### config.mk
export PLATFORM = sky130hd
export DESIGN_NAME = complex_agc_decimated_update
export DESIGN_NICKNAME = d
export VERILOG_FILES = /design/src/rtl/agc_pkg.sv /design/src/rtl/agc_ram.sv /design/src/rtl/agc_dp.sv /design/src/rtl/agc_ctrl.sv /design/src/rtl/complex_agc_decimated_update.sv
export SDC_FILE = /design/constraint.sdc
export NUM_CORES = 2
export LEC_CHECK = 0
export BUFFER_PORTS_ARGS = -buffer_cell sky130_fd_sc_hd__buf_4
export CAP_MARGIN = 20
export CORE_MARGIN = 5
export CORE_UTILIZATION = 50
export CTS_BUF_LIST = sky130_fd_sc_hd__clkbuf_4
export DETAILED_ROUTE_END_ITERATION = 10
export GPL_TIMING_DRIVEN = 0
export PLACE_DENSITY = 0.61
export SLEW_MARGIN = 20
export SYNTH_ARGS = -nofsm -noshare
export SYNTH_HDL_FRONTEND = slang
export SYNTH_SLANG_ARGS = --single-unit
### constraint.sdc
create_clock -name clk -period 9.95 [get_ports clk]
set_input_delay 0.4975 -clock clk [delete_from_list [all_inputs] [get_ports clk]]
set_output_delay 0.4975 -clock clk [all_outputs]
set_load 0.02 [all_outputs]
### src/rtl/agc_pkg.sv
// Shared types, constants and commands for the complex AGC block.
package agc_pkg;

  localparam int SAMPLE_W   = 16;
  localparam int GAIN_W     = 24;
  localparam int FRAC_W     = 16;
  localparam int RATE_W     = 16;
  localparam int REF_W      = 15;
  localparam int STRIDE_W   = 5;
  localparam int MAX_STRIDE = 16;
  localparam int WIN_MAX    = 4 * MAX_STRIDE;
  localparam int ADDR_W     = $clog2(WIN_MAX);
  localparam int CNT_W      = ADDR_W + 1;
  localparam int POS_W      = $clog2(MAX_STRIDE);
  localparam int MAG_W      = 16;
  localparam int SUM_W      = 23;
  localparam int NUM_W      = 48;
  localparam int PROD_W     = 43;
  localparam int ITER_W     = 6;
  localparam int SQRT_STEPS = 16;
  localparam int DIV_STEPS  = NUM_W;
  localparam int CFG_IDX_W  = 3;
  localparam int CFG_DATA_W = 24;

  localparam logic [CFG_IDX_W-1:0] REG_ATTACK = 3'd0;
  localparam logic [CFG_IDX_W-1:0] REG_DECAY  = 3'd1;
  localparam logic [CFG_IDX_W-1:0] REG_REF    = 3'd2;
  localparam logic [CFG_IDX_W-1:0] REG_MAXG   = 3'd3;
  localparam logic [CFG_IDX_W-1:0] REG_STRIDE = 3'd4;

  typedef struct packed {
    logic [RATE_W-1:0]   attack;
    logic [RATE_W-1:0]   decay;
    logic [REF_W-1:0]    ref_level;
    logic [GAIN_W-1:0]   gain_cap;
    logic [STRIDE_W-1:0] stride;
  } cfg_t;

  typedef enum logic [4:0] {
    DP_NONE, DP_CAPTURE, DP_SQ_I, DP_SQ_Q, DP_SQ_SUM, DP_SQRT_STEP,
    DP_INIT_ACC, DP_MUL_REFN, DP_DIV_LD_INIT, DP_DIV_STEP, DP_GAIN_INIT,
    DP_LD_RAM, DP_MUL_GM, DP_SEL_RATE, DP_ZERO_SEL, DP_MUL_REFR,
    DP_DIV_LD_UPD, DP_MUL_GR, DP_GAIN_UPD, DP_SC_I, DP_SC_Q, DP_SAT_Q, DP_EMIT
  } dp_op_t;

  typedef struct packed {
    dp_op_t           op;
    logic             last;
    logic [CNT_W-1:0] n;
  } dp_cmd_t;

  typedef struct packed {
    logic sum_zero;
    logic mag_zero;
    logic out_busy;
  } dp_stat_t;

  typedef enum logic [4:0] {
    S_IDLE, S_SQ_I, S_SQ_Q, S_SQ_SUM, S_SQRT, S_INIT_ACC, S_INIT_MUL,
    S_INIT_DIVLD, S_DIV, S_INIT_GAIN, S_FL_RD, S_FL_LD, S_UPD_GM, S_UPD_SEL,
    S_UPD_MR, S_UPD_DIVLD, S_UPD_MG, S_UPD_GAIN, S_SC_I, S_SC_Q, S_SC_SAT, S_EMIT
  } state_t;

  function automatic logic [POS_W:0] eff_stride(input logic [STRIDE_W-1:0] s);
    if (s == '0) return (POS_W+1)'(1);
    if (s > STRIDE_W'(MAX_STRIDE)) return (POS_W+1)'(MAX_STRIDE);
    return (POS_W+1)'(s);
  endfunction

endpackage

### src/rtl/agc_ram.sv
// Generic single-write, single-read RAM with registered read data.
module agc_ram #(
  parameter int WIDTH = 32,
  parameter int DEPTH = 64
) (
  input  logic                     clk,
  input  logic                     we,
  input  logic [$clog2(DEPTH)-1:0] waddr,
  input  logic [WIDTH-1:0]         wdata,
  input  logic [$clog2(DEPTH)-1:0] raddr,
  output logic [WIDTH-1:0]         rdata
);
  logic [WIDTH-1:0] mem [DEPTH];

  always_ff @(posedge clk) begin
    if (we) begin
      mem[waddr] <= wdata;
    end
    rdata <= mem[raddr];
  end
endmodule

### src/rtl/agc_dp.sv
// Datapath of the AGC: shared multiplier, iterative square root and divider, gain and output.
module agc_dp import agc_pkg::*; (
  input  logic                       clk,
  input  logic                       rst_n,
  input  cfg_t                       cfg,
  input  dp_cmd_t                    cmd,
  output dp_stat_t                   stat,
  input  logic signed [SAMPLE_W-1:0] in_i,
  input  logic signed [SAMPLE_W-1:0] in_q,
  input  logic [2*SAMPLE_W-1:0]      ram_rdata,
  output logic [2*SAMPLE_W-1:0]      ram_wdata,
  input  logic                       out_ready,
  output logic                       out_valid,
  output logic signed [SAMPLE_W-1:0] out_i,
  output logic signed [SAMPLE_W-1:0] out_q,
  output logic                       out_last
);
  logic signed [SAMPLE_W-1:0] si_r, sq_r, oi_r, oq_r;
  logic signed [PROD_W-1:0]   p_r, p_nxt;
  logic [31:0]                x_r;
  logic [17:0]                rem_r;
  logic [MAG_W-1:0]           root_r;
  logic [SUM_W-1:0]           sum_r;
  logic [NUM_W-1:0]           num_r;
  logic [SUM_W:0]             drem_r;
  logic [SUM_W-1:0]           den_r;
  logic [RATE_W-1:0]          r_r;
  logic [GAIN_W-1:0]          gain_r;
  logic                       ov_r, last_r;

  logic signed [24:0]         ma;
  logic signed [17:0]         mb;
  logic [19:0]                sq_rem;
  logic [19:0]                sq_trial;
  logic [SUM_W+1:0]           dv_rem;
  logic [48:0]                upd_t;
  logic [GAIN_W-1:0]          init_g;
  logic signed [PROD_W-1:0]   rnd;
  logic signed [PROD_W-17:0]  shr;
  logic signed [SAMPLE_W-1:0] sat_v;
  logic                       refs_gt;

  // Multiplier operand selection
  always_comb begin
    ma = '0;
    mb = '0;
    case (cmd.op)
      DP_SQ_I:     begin ma = 25'(si_r); mb = 18'(si_r); end
      DP_SQ_Q:     begin ma = 25'(sq_r); mb = 18'(sq_r); end
      DP_MUL_REFN: begin ma = 25'({1'b0, cfg.ref_level}); mb = 18'({1'b0, cmd.n}); end
      DP_MUL_GM:   begin ma = {1'b0, gain_r}; mb = {2'b0, root_r}; end
      DP_MUL_REFR: begin ma = 25'({1'b0, cfg.ref_level}); mb = {2'b0, r_r}; end
      DP_MUL_GR:   begin ma = {1'b0, gain_r}; mb = {1'b0, 17'(18'h10000 - {2'b0, r_r})}; end
      DP_SC_I:     begin ma = {1'b0, gain_r}; mb = 18'(si_r); end
      DP_SC_Q:     begin ma = {1'b0, gain_r}; mb = 18'(sq_r); end
      default:     begin ma = '0; mb = '0; end
    endcase
    p_nxt = PROD_W'(ma * mb);
  end

  assign sq_rem   = {rem_r, x_r[31:30]};
  assign sq_trial = {2'b0, root_r, 2'b01};
  assign dv_rem   = {drem_r, num_r[NUM_W-1]};
  assign refs_gt  = {12'b0, cfg.ref_level, 16'b0} > p_r;
  assign upd_t    = {8'b0, p_r[40:0]} + {1'b0, num_r};

  always_comb begin
    if (stat.sum_zero || num_r[NUM_W-1:GAIN_W] != '0) begin
      init_g = '1;
    end else begin
      init_g = num_r[GAIN_W-1:0];
    end
    if (cfg.gain_cap != '0 && init_g > cfg.gain_cap) begin
      init_g = cfg.gain_cap;
    end
  end

  // Round half up, then saturate to the sample width
  always_comb begin
    rnd = p_r + PROD_W'(1 << (FRAC_W - 1));
    shr = rnd[PROD_W-1:FRAC_W];
    if (shr > (PROD_W-16)'(32767)) begin
      sat_v = 16'sh7fff;
    end else if (shr < -(PROD_W-16)'(32768)) begin
      sat_v = 16'sh8000;
    end else begin
      sat_v = shr[SAMPLE_W-1:0];
    end
  end

  always_ff @(posedge clk) begin
    if (!rst_n) begin
      gain_r <= '0;
      sum_r  <= '0;
      ov_r   <= 1'b0;
    end else begin
      ov_r <= (cmd.op == DP_EMIT) || (ov_r && !out_ready);
      case (cmd.op)
        DP_INIT_ACC:  sum_r  <= sum_r + SUM_W'(root_r);
        DP_GAIN_INIT: begin gain_r <= init_g; sum_r <= '0; end
        DP_GAIN_UPD:  gain_r <= (upd_t[48:40] != '0) ? '1 : upd_t[39:16];
        default: ;
      endcase
    end
  end

  always_ff @(posedge clk) begin
    p_r <= p_nxt;
    case (cmd.op)
      DP_CAPTURE: begin si_r <= in_i; sq_r <= in_q; end
      DP_LD_RAM:  begin
        si_r <= ram_rdata[2*SAMPLE_W-1:SAMPLE_W];
        sq_r <= ram_rdata[SAMPLE_W-1:0];
      end
      DP_SQ_Q:    x_r <= p_r[31:0];
      DP_SQ_SUM:  begin x_r <= x_r + p_r[31:0]; rem_r <= '0; root_r <= '0; end
      DP_SQRT_STEP: begin
        x_r <= {x_r[29:0], 2'b00};
        if (sq_rem >= sq_trial) begin
          rem_r  <= 18'(sq_rem - sq_trial);
          root_r <= {root_r[MAG_W-2:0], 1'b1};
        end else begin
          rem_r  <= sq_rem[17:0];
          root_r <= {root_r[MAG_W-2:0], 1'b0};
        end
      end
      DP_DIV_LD_INIT: begin
        num_r  <= {10'b0, p_r[21:0], 16'b0};
        den_r  <= sum_r;
        drem_r <= '0;
      end
      DP_DIV_LD_UPD: begin
        num_r  <= {1'b0, p_r[30:0], 16'b0};
        den_r  <= SUM_W'(root_r);
        drem_r <= '0;
      end
      DP_DIV_STEP: begin
        if (dv_rem >= {2'b0, den_r}) begin
          drem_r <= (SUM_W+1)'(dv_rem - {2'b0, den_r});
          num_r  <= {num_r[NUM_W-2:0], 1'b1};
        end else begin
          drem_r <= dv_rem[SUM_W:0];
          num_r  <= {num_r[NUM_W-2:0], 1'b0};
        end
      end
      DP_SEL_RATE: r_r <= refs_gt ? cfg.decay : cfg.attack;
      DP_ZERO_SEL: begin r_r <= cfg.decay; num_r <= '0; end
      DP_SC_Q:     oi_r <= sat_v;
      DP_SAT_Q:    oq_r <= sat_v;
      DP_EMIT:     begin out_i <= oi_r; out_q <= oq_r; last_r <= cmd.last; end
      default: ;
    endcase
  end

  assign stat.sum_zero = (sum_r == '0);
  assign stat.mag_zero = (root_r == '0);
  assign stat.out_busy = ov_r && !out_ready;
  assign out_valid     = ov_r;
  assign out_last      = last_r;
  assign ram_wdata     = {si_r, sq_r};

  a_emit_free: assert property (@(posedge clk) disable iff (!rst_n)
    cmd.op == DP_EMIT |-> !stat.out_busy)
    else $error("result loaded over an untaken one");
  a_gain_clamp: assert property (@(posedge clk) disable iff (!rst_n)
    cmd.op == DP_GAIN_INIT |=> (cfg.gain_cap == '0 || gain_r <= cfg.gain_cap))
    else $error("initial gain above limit");
  a_out_hold: assert property (@(posedge clk) disable iff (!rst_n)
    (ov_r && !out_ready) |=> (ov_r && $stable(out_i) && $stable(out_q) && $stable(last_r)))
    else $error("stalled result changed");
endmodule

### src/rtl/agc_ctrl.sv
// Control state machine of the AGC: sequences collection, gain updates and result transfers.
module agc_ctrl import agc_pkg::*; (
  input  logic              clk,
  input  logic              rst_n,
  input  cfg_t              cfg,
  input  logic              in_valid,
  output logic              in_ready,
  input  dp_stat_t          stat,
  output dp_cmd_t           cmd,
  output logic              ram_we,
  output logic [ADDR_W-1:0] ram_waddr,
  output logic [ADDR_W-1:0] ram_raddr
);
  state_t             state_r, state_nxt;
  logic               pend_r, pend_nxt;
  logic               fl_r, fl_nxt;
  logic               upd_r, upd_nxt;
  logic [CNT_W-1:0]   cnt_r, cnt_nxt;
  logic [ADDR_W-1:0]  k_r, k_nxt;
  logic [POS_W-1:0]   pos_r, pos_nxt;
  logic [ITER_W-1:0]  it_r, it_nxt;
  logic [POS_W:0]     stride;
  logic [POS_W:0]     pos_eff;
  logic               k_last;

  assign stride  = eff_stride(cfg.stride);
  assign pos_eff = ({1'b0, pos_r} >= stride) ? '0 : {1'b0, pos_r};
  assign k_last  = ({1'b0, k_r} + CNT_W'(1)) == cnt_r;

  // Next state
  always_comb begin
    state_nxt = state_r;
    pend_nxt  = pend_r;
    fl_nxt    = fl_r;
    upd_nxt   = upd_r;
    cnt_nxt   = cnt_r;
    k_nxt     = k_r;
    pos_nxt   = pos_r;
    it_nxt    = it_r - ITER_W'(1);
    case (state_r)
      S_IDLE: begin
        if (in_valid) begin
          if (pend_r) begin
            state_nxt = S_SQ_I;
          end else begin
            upd_nxt   = (pos_eff == '0);
            pos_nxt   = ((pos_eff + 1'b1) >= stride) ? '0 : POS_W'(pos_eff + 1'b1);
            state_nxt = (pos_eff == '0) ? S_SQ_I : S_SC_I;
          end
        end
      end
      S_SQ_I:   state_nxt = S_SQ_Q;
      S_SQ_Q:   state_nxt = S_SQ_SUM;
      S_SQ_SUM: begin state_nxt = S_SQRT; it_nxt = ITER_W'(SQRT_STEPS - 1); end
      S_SQRT: begin
        if (it_r == '0) begin
          state_nxt = pend_r ? S_INIT_ACC : S_UPD_GM;
        end
      end
      S_INIT_ACC: begin
        cnt_nxt = cnt_r + CNT_W'(1);
        if ((cnt_r + CNT_W'(1)) >= CNT_W'({stride, 2'b00})) begin
          state_nxt = S_INIT_MUL;
        end else begin
          state_nxt = S_IDLE;
        end
      end
      S_INIT_MUL: state_nxt = S_INIT_DIVLD;
      S_INIT_DIVLD: begin
        it_nxt    = ITER_W'(DIV_STEPS - 1);
        state_nxt = stat.sum_zero ? S_INIT_GAIN : S_DIV;
      end
      S_DIV: begin
        if (it_r == '0) begin
          state_nxt = pend_r ? S_INIT_GAIN : S_UPD_MG;
        end
      end
      S_INIT_GAIN: begin
        pend_nxt  = 1'b0;
        fl_nxt    = 1'b1;
        pos_nxt   = '0;
        k_nxt     = '0;
        state_nxt = S_FL_RD;
      end
      S_FL_RD:   state_nxt = S_FL_LD;
      S_FL_LD:   state_nxt = S_SC_I;
      S_UPD_GM:  state_nxt = S_UPD_SEL;
      S_UPD_SEL: state_nxt = stat.mag_zero ? S_UPD_MG : S_UPD_MR;
      S_UPD_MR:  state_nxt = S_UPD_DIVLD;
      S_UPD_DIVLD: begin state_nxt = S_DIV; it_nxt = ITER_W'(DIV_STEPS - 1); end
      S_UPD_MG:   state_nxt = S_UPD_GAIN;
      S_UPD_GAIN: state_nxt = S_SC_I;
      S_SC_I:     state_nxt = S_SC_Q;
      S_SC_Q:     state_nxt = S_SC_SAT;
      S_SC_SAT:   state_nxt = S_EMIT;
      S_EMIT: begin
        if (!stat.out_busy) begin
          if (fl_r && !k_last) begin
            k_nxt     = k_r + ADDR_W'(1);
            state_nxt = S_FL_RD;
          end else begin
            fl_nxt    = 1'b0;
            if (fl_r) begin
              cnt_nxt = '0;
            end
            state_nxt = S_IDLE;
          end
        end
      end
      default: state_nxt = S_IDLE;
    endcase
  end

  // Outputs
  always_comb begin
    cmd.op    = DP_NONE;
    cmd.last  = !fl_r || k_last;
    cmd.n     = cnt_r;
    in_ready  = 1'b0;
    ram_we    = 1'b0;
    ram_waddr = cnt_r[ADDR_W-1:0];
    ram_raddr = k_r;
    case (state_r)
      S_IDLE:       begin in_ready = 1'b1; if (in_valid) cmd.op = DP_CAPTURE; end
      S_SQ_I:       cmd.op = DP_SQ_I;
      S_SQ_Q:       cmd.op = DP_SQ_Q;
      S_SQ_SUM:     cmd.op = DP_SQ_SUM;
      S_SQRT:       cmd.op = DP_SQRT_STEP;
      S_INIT_ACC:   begin cmd.op = DP_INIT_ACC; ram_we = 1'b1; end
      S_INIT_MUL:   cmd.op = DP_MUL_REFN;
      S_INIT_DIVLD: cmd.op = DP_DIV_LD_INIT;
      S_DIV:        cmd.op = DP_DIV_STEP;
      S_INIT_GAIN:  cmd.op = DP_GAIN_INIT;
      S_FL_LD:      cmd.op = DP_LD_RAM;
      S_UPD_GM:     cmd.op = DP_MUL_GM;
      S_UPD_SEL:    cmd.op = stat.mag_zero ? DP_ZERO_SEL : DP_SEL_RATE;
      S_UPD_MR:     cmd.op = DP_MUL_REFR;
      S_UPD_DIVLD:  cmd.op = DP_DIV_LD_UPD;
      S_UPD_MG:     cmd.op = DP_MUL_GR;
      S_UPD_GAIN:   cmd.op = DP_GAIN_UPD;
      S_SC_I:       cmd.op = DP_SC_I;
      S_SC_Q:       cmd.op = DP_SC_Q;
      S_SC_SAT:     cmd.op = DP_SAT_Q;
      S_EMIT:       if (!stat.out_busy) cmd.op = DP_EMIT;
      default:      cmd.op = DP_NONE;
    endcase
    if (state_r == S_SC_I && !upd_r && !fl_r) begin
      cmd.op = DP_SC_I;
    end
  end

  always_ff @(posedge clk) begin
    if (!rst_n) begin
      state_r <= S_IDLE;
      pend_r  <= 1'b1;
      fl_r    <= 1'b0;
      upd_r   <= 1'b0;
      cnt_r   <= '0;
      k_r     <= '0;
      pos_r   <= '0;
      it_r    <= '0;
    end else begin
      state_r <= state_nxt;
      pend_r  <= pend_nxt;
      fl_r    <= fl_nxt;
      upd_r   <= upd_nxt;
      cnt_r   <= cnt_nxt;
      k_r     <= k_nxt;
      pos_r   <= pos_nxt;
      it_r    <= it_nxt;
    end
  end

  a_we_collect: assert property (@(posedge clk) disable iff (!rst_n)
    ram_we |-> pend_r && !fl_r)
    else $error("buffer written outside collection");
  a_flush_bound: assert property (@(posedge clk) disable iff (!rst_n)
    fl_r |-> ({1'b0, k_r} < cnt_r))
    else $error("flush index past window");
  a_ready_idle: assert property (@(posedge clk) disable iff (!rst_n)
    (in_ready && in_valid) |=> state_r != S_IDLE)
    else $error("transfer did not start work");
endmodule

### src/rtl/complex_agc_decimated_update.sv
// Top level of the complex AGC with decimated attack/decay gain update.
//
//  channel | ports                                   | direction
//  --------+-----------------------------------------+----------
//  input   | in_valid/in_ready, in_sample_i/q        | in
//  result  | out_valid/out_ready, out_i/q, last_of_run | out
//  config  | cfg_valid/cfg_ready, cfg_index, cfg_data | in
//
// One item at a time. A sample without a gain update passes from its transfer
// to the result load through capture, two multiplies, saturation and load. A
// gain update adds squaring, a 16-step square root, setup, a 48-step restoring
// divide and a blend; a zero magnitude skips the divide. A collecting sample
// is squared, rooted, summed and stored; the window-completing one adds the
// initial gain divide (skipped on a zero sum), then reads, loads and scales
// each stored sample. Reset is synchronous, active low; the buffer needs no
// clearing. A stalled result holds in the output register while the block
// returns to accept the next sample; the next load waits until it transfers.
module complex_agc_decimated_update import agc_pkg::*; (
  input  logic                       clk,
  input  logic                       rst_n,
  input  logic                       in_valid,
  output logic                       in_ready,
  input  logic signed [SAMPLE_W-1:0] in_sample_i,
  input  logic signed [SAMPLE_W-1:0] in_sample_q,
  output logic                       out_valid,
  input  logic                       out_ready,
  output logic signed [SAMPLE_W-1:0] out_i,
  output logic signed [SAMPLE_W-1:0] out_q,
  output logic                       out_last_of_run,
  input  logic                       cfg_valid,
  output logic                       cfg_ready,
  input  logic [CFG_IDX_W-1:0]       cfg_index,
  input  logic [CFG_DATA_W-1:0]      cfg_data
);
  cfg_t               cfg_r;
  dp_cmd_t            cmd;
  dp_stat_t           stat;
  logic               ram_we;
  logic [ADDR_W-1:0]  ram_waddr, ram_raddr;
  logic [2*SAMPLE_W-1:0] ram_wdata, ram_rdata;

  // Configuration registers: always ready, drop writes to unknown indexes
  assign cfg_ready = 1'b1;

  always_ff @(posedge clk) begin
    if (!rst_n) begin
      cfg_r.attack    <= RATE_W'(655);
      cfg_r.decay     <= RATE_W'(66);
      cfg_r.ref_level <= REF_W'(16384);
      cfg_r.gain_cap  <= '0;
      cfg_r.stride    <= STRIDE_W'(1);
    end else if (cfg_valid) begin
      case (cfg_index)
        REG_ATTACK: cfg_r.attack    <= cfg_data[RATE_W-1:0];
        REG_DECAY:  cfg_r.decay     <= cfg_data[RATE_W-1:0];
        REG_REF:    cfg_r.ref_level <= cfg_data[REF_W-1:0];
        REG_MAXG:   cfg_r.gain_cap  <= cfg_data[GAIN_W-1:0];
        REG_STRIDE: cfg_r.stride    <= cfg_data[STRIDE_W-1:0];
        default: ;
      endcase
    end
  end

  agc_ctrl u_ctrl (
    .clk       (clk),
    .rst_n     (rst_n),
    .cfg       (cfg_r),
    .in_valid  (in_valid),
    .in_ready  (in_ready),
    .stat      (stat),
    .cmd       (cmd),
    .ram_we    (ram_we),
    .ram_waddr (ram_waddr),
    .ram_raddr (ram_raddr)
  );

  agc_dp u_dp (
    .clk       (clk),
    .rst_n     (rst_n),
    .cfg       (cfg_r),
    .cmd       (cmd),
    .stat      (stat),
    .in_i      (in_sample_i),
    .in_q      (in_sample_q),
    .ram_rdata (ram_rdata),
    .ram_wdata (ram_wdata),
    .out_ready (out_ready),
    .out_valid (out_valid),
    .out_i     (out_i),
    .out_q     (out_q),
    .out_last  (out_last_of_run)
  );

  // Window buffer for the first samples after reset
  agc_ram #(.WIDTH(2 * SAMPLE_W), .DEPTH(WIN_MAX)) u_buf (
    .clk   (clk),
    .we    (ram_we),
    .waddr (ram_waddr),
    .wdata (ram_wdata),
    .raddr (ram_raddr),
    .rdata (ram_rdata)
  );
endmodule

==> results.md <==
- Status: finished clean
- Post-synth top flop: edfxtp_1
- Vias per cell: 6.03
- Core ar.: 243000 um^2
- Worst Setup EP: u_dp.p_r[42]$_DFF_P_
- TritonRoute pass-1 iters: 10
- Post-Syn Area: 122000 um^2
- Yosys reg bits: 2551
- Total number of vias: 76400
- Area leader, netlist: edfxtp_1
- Nets: 9780
- Xor-xnor portion of the synthesized cell area: 0.0140
- GPL Wtd Cong: 0.935
- Number of cells on the critical path: 29
- CP startpoint: u_dp.si_r[15]$_DFFE_PP_
- Synth warn: 0
- Clk Latency, worst-skew pair: 1.47 ns
- WP buf/inv: 8
- Design Power: 0.0325 W
- 1st-iter DRT viols: 8823
- CTS Buf Count: 660
- Crit path largest cell delay: 0.76 ns
- Final Hold Fails: 0
- DRT Wirelength: 373000 um
- Syn Area/Cell: 15.6 um^2
- First-pass GRT wire length: 539000 um
- Clock Path Buffers: 4
- Number of global-route vias before repair: 77700
- Sequential cell area fraction in the yosys report: 0.610
- Global route overflow: 0
- Final Skew: 0.128 ns
- Place WS: -0.432 ns
- Adder-cell share of the synthesized area: 0.103
- R2R cell count: 29
- CP max stage cell: edfxtp_1
- Crit path max-delay family: compound AO/OA/AOI/OAI gates
- Layout cell share with drive strength beyond 1: 0.247
- Post-synth top area share: 0.572
- Top-Level Pins: 100
- H-tree depth: 6
- Fin crit share: 0.964
- # clock sinks: 2551
- Top-count cell post-synth: edfxtp_1
- Largest family of logic cells by synthesized area: multiplexers
- Reg2reg setup slack: 0.36 ns
- Max VDD drop: 0.347 mV
- Power Density: 229 nW/um^2
- Worst hold slack: 0.143 ns
- Setup CP Type: flop to flop
- Cells after Synth: 7814
- Fmax: 0.104 GHz
- Slew Limit Fails: 0
- Worst Path Arrival: 10.96 ns
- Simple-gate portion of the synthesized area: 0.0602
- CP max FO: 26
- CTS clk-pin slew, worst paths: 0.07 ns
- Core Util, Final: 0.583
- Root Driver: clkbuf_4
- Final min period: 9.59 ns
- Maximum capacitance violations: 0
- Unrepaired setup endpoints after global routing: no
- Worst EP required: 11.32 ns
- Synth top cells by count: 2322 x edfxtp_1, 682 x nand2_1, 672 x mux4_2
- Gr usage total: 0.293
- Max transition margin: 0.226
- Final worst slack: 0.362 ns
- Slew @ Worst Pin: 1.16 ns
- Die height: 504 um
- Largest net degree at the start of global routing: 49
- Site Rows: 181
- Starting Density: 0.502
- Setup crit end kind: flop
- CP Launch Type: flop
- Distinct cell type count after synthesis: 81
- Proportion of synthesized area in mux cells: 0.135
- TritonCTS clock tree: done
- Worst min-delay path category: primary input to flop
- Compound-Gate Fraction of Synth Area: 0.0460
- Die area: 254000 um^2
- DR DRC count: 0
- Worst flop-to-flop path startpoint: u_dp.si_r[15]$_DFFE_PP_
- DRT antenna net count: 0
- RR Endpoint: u_dp.p_r[42]$_DFF_P_
- Ranking of synthesized cells by area: edfxtp_1 57%, mux4_2 12%, fa_1 7.3%
- Setup-failing EPs final: 0
- Worst path most repeated cell: fa_1
- Initial antenna violation count: 46
- Mapped Nets: 8619
- Area growth syn-to-layout: 16.2%
- IO Port Bufs: 98
- Async SR Flop Fraction: 0
- Die Wd: 504 um
- Pleak: 49.9 nW
- Wire per inst: 29.5 um
- Hpwl dp: 278000 um
- EDFF count, synth: 2322
[worst min path at each step]
stage,startpoint,to,slack (ns),depth (start not counted)
final,cfg_index[0],cfg_r[29]$_SDFFE_PN0P_,0.14,5
after global routing,cfg_index[0],cfg_r[29]$_SDFFE_PN0P_,0.09,5
after floorplan,u_dp.oi_r[0]$_DFFE_PN_,u_dp.out_i[0]$_DFFE_PP_,0.40,0
after CTS,cfg_index[0],cfg_r[29]$_SDFFE_PN0P_,0.008,5
after detailed placement,u_dp.oi_r[4]$_DFFE_PN_,u_dp.out_i[4]$_DFFE_PP_,0.40,0
after global placement,u_dp.oq_r[1]$_DFFE_PN_,u_dp.out_q[1]$_DFFE_PP_,0.40,0
[layer usage]
| layer | track usage | share of wire |
|---|---|---|
| met5 | 0 | 0.00043 |
| met1 | 0.405 | 0.40 |
| met4 | 0.105 | 0.035 |
| met3 | 0.0701 | 0.10 |
| met2 | 0.459 | 0.47 |
[flip-flops by register name, indices dropped and copies added, names as in the netlist, 7 cells and up]
name and flops:
u_dp.out_q 16, u_dp.si_r 16, u_dp.oq_r 16, u_dp.sq_r 16
u_dp.root_r 16, u_ctrl.cnt_r 7, u_buf.mem 2048, u_dp.num_r 48
u_dp.r_r 16, u_dp.x_r 32, cfg_r 76, u_buf.rdata 32
u_dp.den_r 23, u_dp.out_i 16, u_dp.sum_r 23, u_dp.drem_r 24
u_dp.oi_r 16, u_dp.p_r 43, u_dp.rem_r 18, u_dp.gain_r 24
[report_power, final]
group | leakage, nW | total [W] | internal [W] | switching [W]
Clock | 4.81 | 0.00884 | 0.00458 | 0.00425
Sequential | 22.8 | 0.0133 | 0.0127 | 0.000585
Combinational | 22.2 | 0.0103 | 0.00360 | 0.00674
Total | 49.9 | 0.0325 | 0.0209 | 0.0116
[cell families (layout without fill, tap and decap cells)]
family                   Yosys count  in the layout
flip-flops                      2551           2551
AND/OR/NAND/NOR                 1654           1654
buffers and inverters           1005           2626
AO/OA/AOI/OAI                    868            868
multiplexers                     799            799
adder cells (fa/ha/maj)          741            741
XOR/XNOR                         195            195
other                              1             26
[layout make-up]
class / count / area [um^2]
flip-flops and latches: 2551 / 74300
clock inverters: 170 / 910
well taps: 3202 / 4010
repair buffers: 502 / 6840
diodes: 25 / 62.6
multi-input cells: 4258 / 44500
fillers: 18900 / 101000
clock buffers: 952 / 7150
plain buffers: 350 / 1440
inverters: 652 / 2450
[worst min-delay path, cell delays in order]
cell and delay [ns]:
dlygate4sd3_1 0.59, buf_4 0.16, nor2_1 0.10, nand2_1 0.08
a21oi_1 0.05
[stage by stage]
step	cells	setup TNS, ns	area (um^2)
final	12700	0	142000
after CTS	12600	0	141000
after floorplan	7814	0	122000
after global routing	12600	0	142000
after global placement	11100	-38.07	127000
after detailed placement	11400	-1.08	132000
[timing repair]
| action | in CTS | in global routing |
|---|---|---|
| setup buffers | 0 | 5 |
| pin swaps | 0 | 4 |
| resized for setup | 10 | 22 |
| endpoints found under the hold margin | 180 | 0 |
| endpoints found under the setup margin | 5 | 7 |
| hold buffers | 148 | 0 |
[layout by cell type, fill, tap and decap left out, types with 40 or more instances in the layout]
cell,count
mux2_2,67
buf_12,44
edfxtp_1,2322
clkbuf_1,241
buf_8,97
a22oi_1,45
ha_1,297
buf_16,70
dlygate4sd3_1,148
a21oi_1,295
fa_1,444
clkbuf_2,53
nor2b_1,40
nand4_1,47
clkbuf_4,952
xnor2_1,125
nand2_1,681
nand3_1,82
nor3_1,50
buf_4,124
inv_1,646
a21o_1,106
nor2_1,439
clkinv_1,126
xor2_1,70
mux4_2,672
nor2_4,62
o21ai_0,141
dfxtp_1,229
mux2i_1,60
Power figures use the tool's default switching activity.
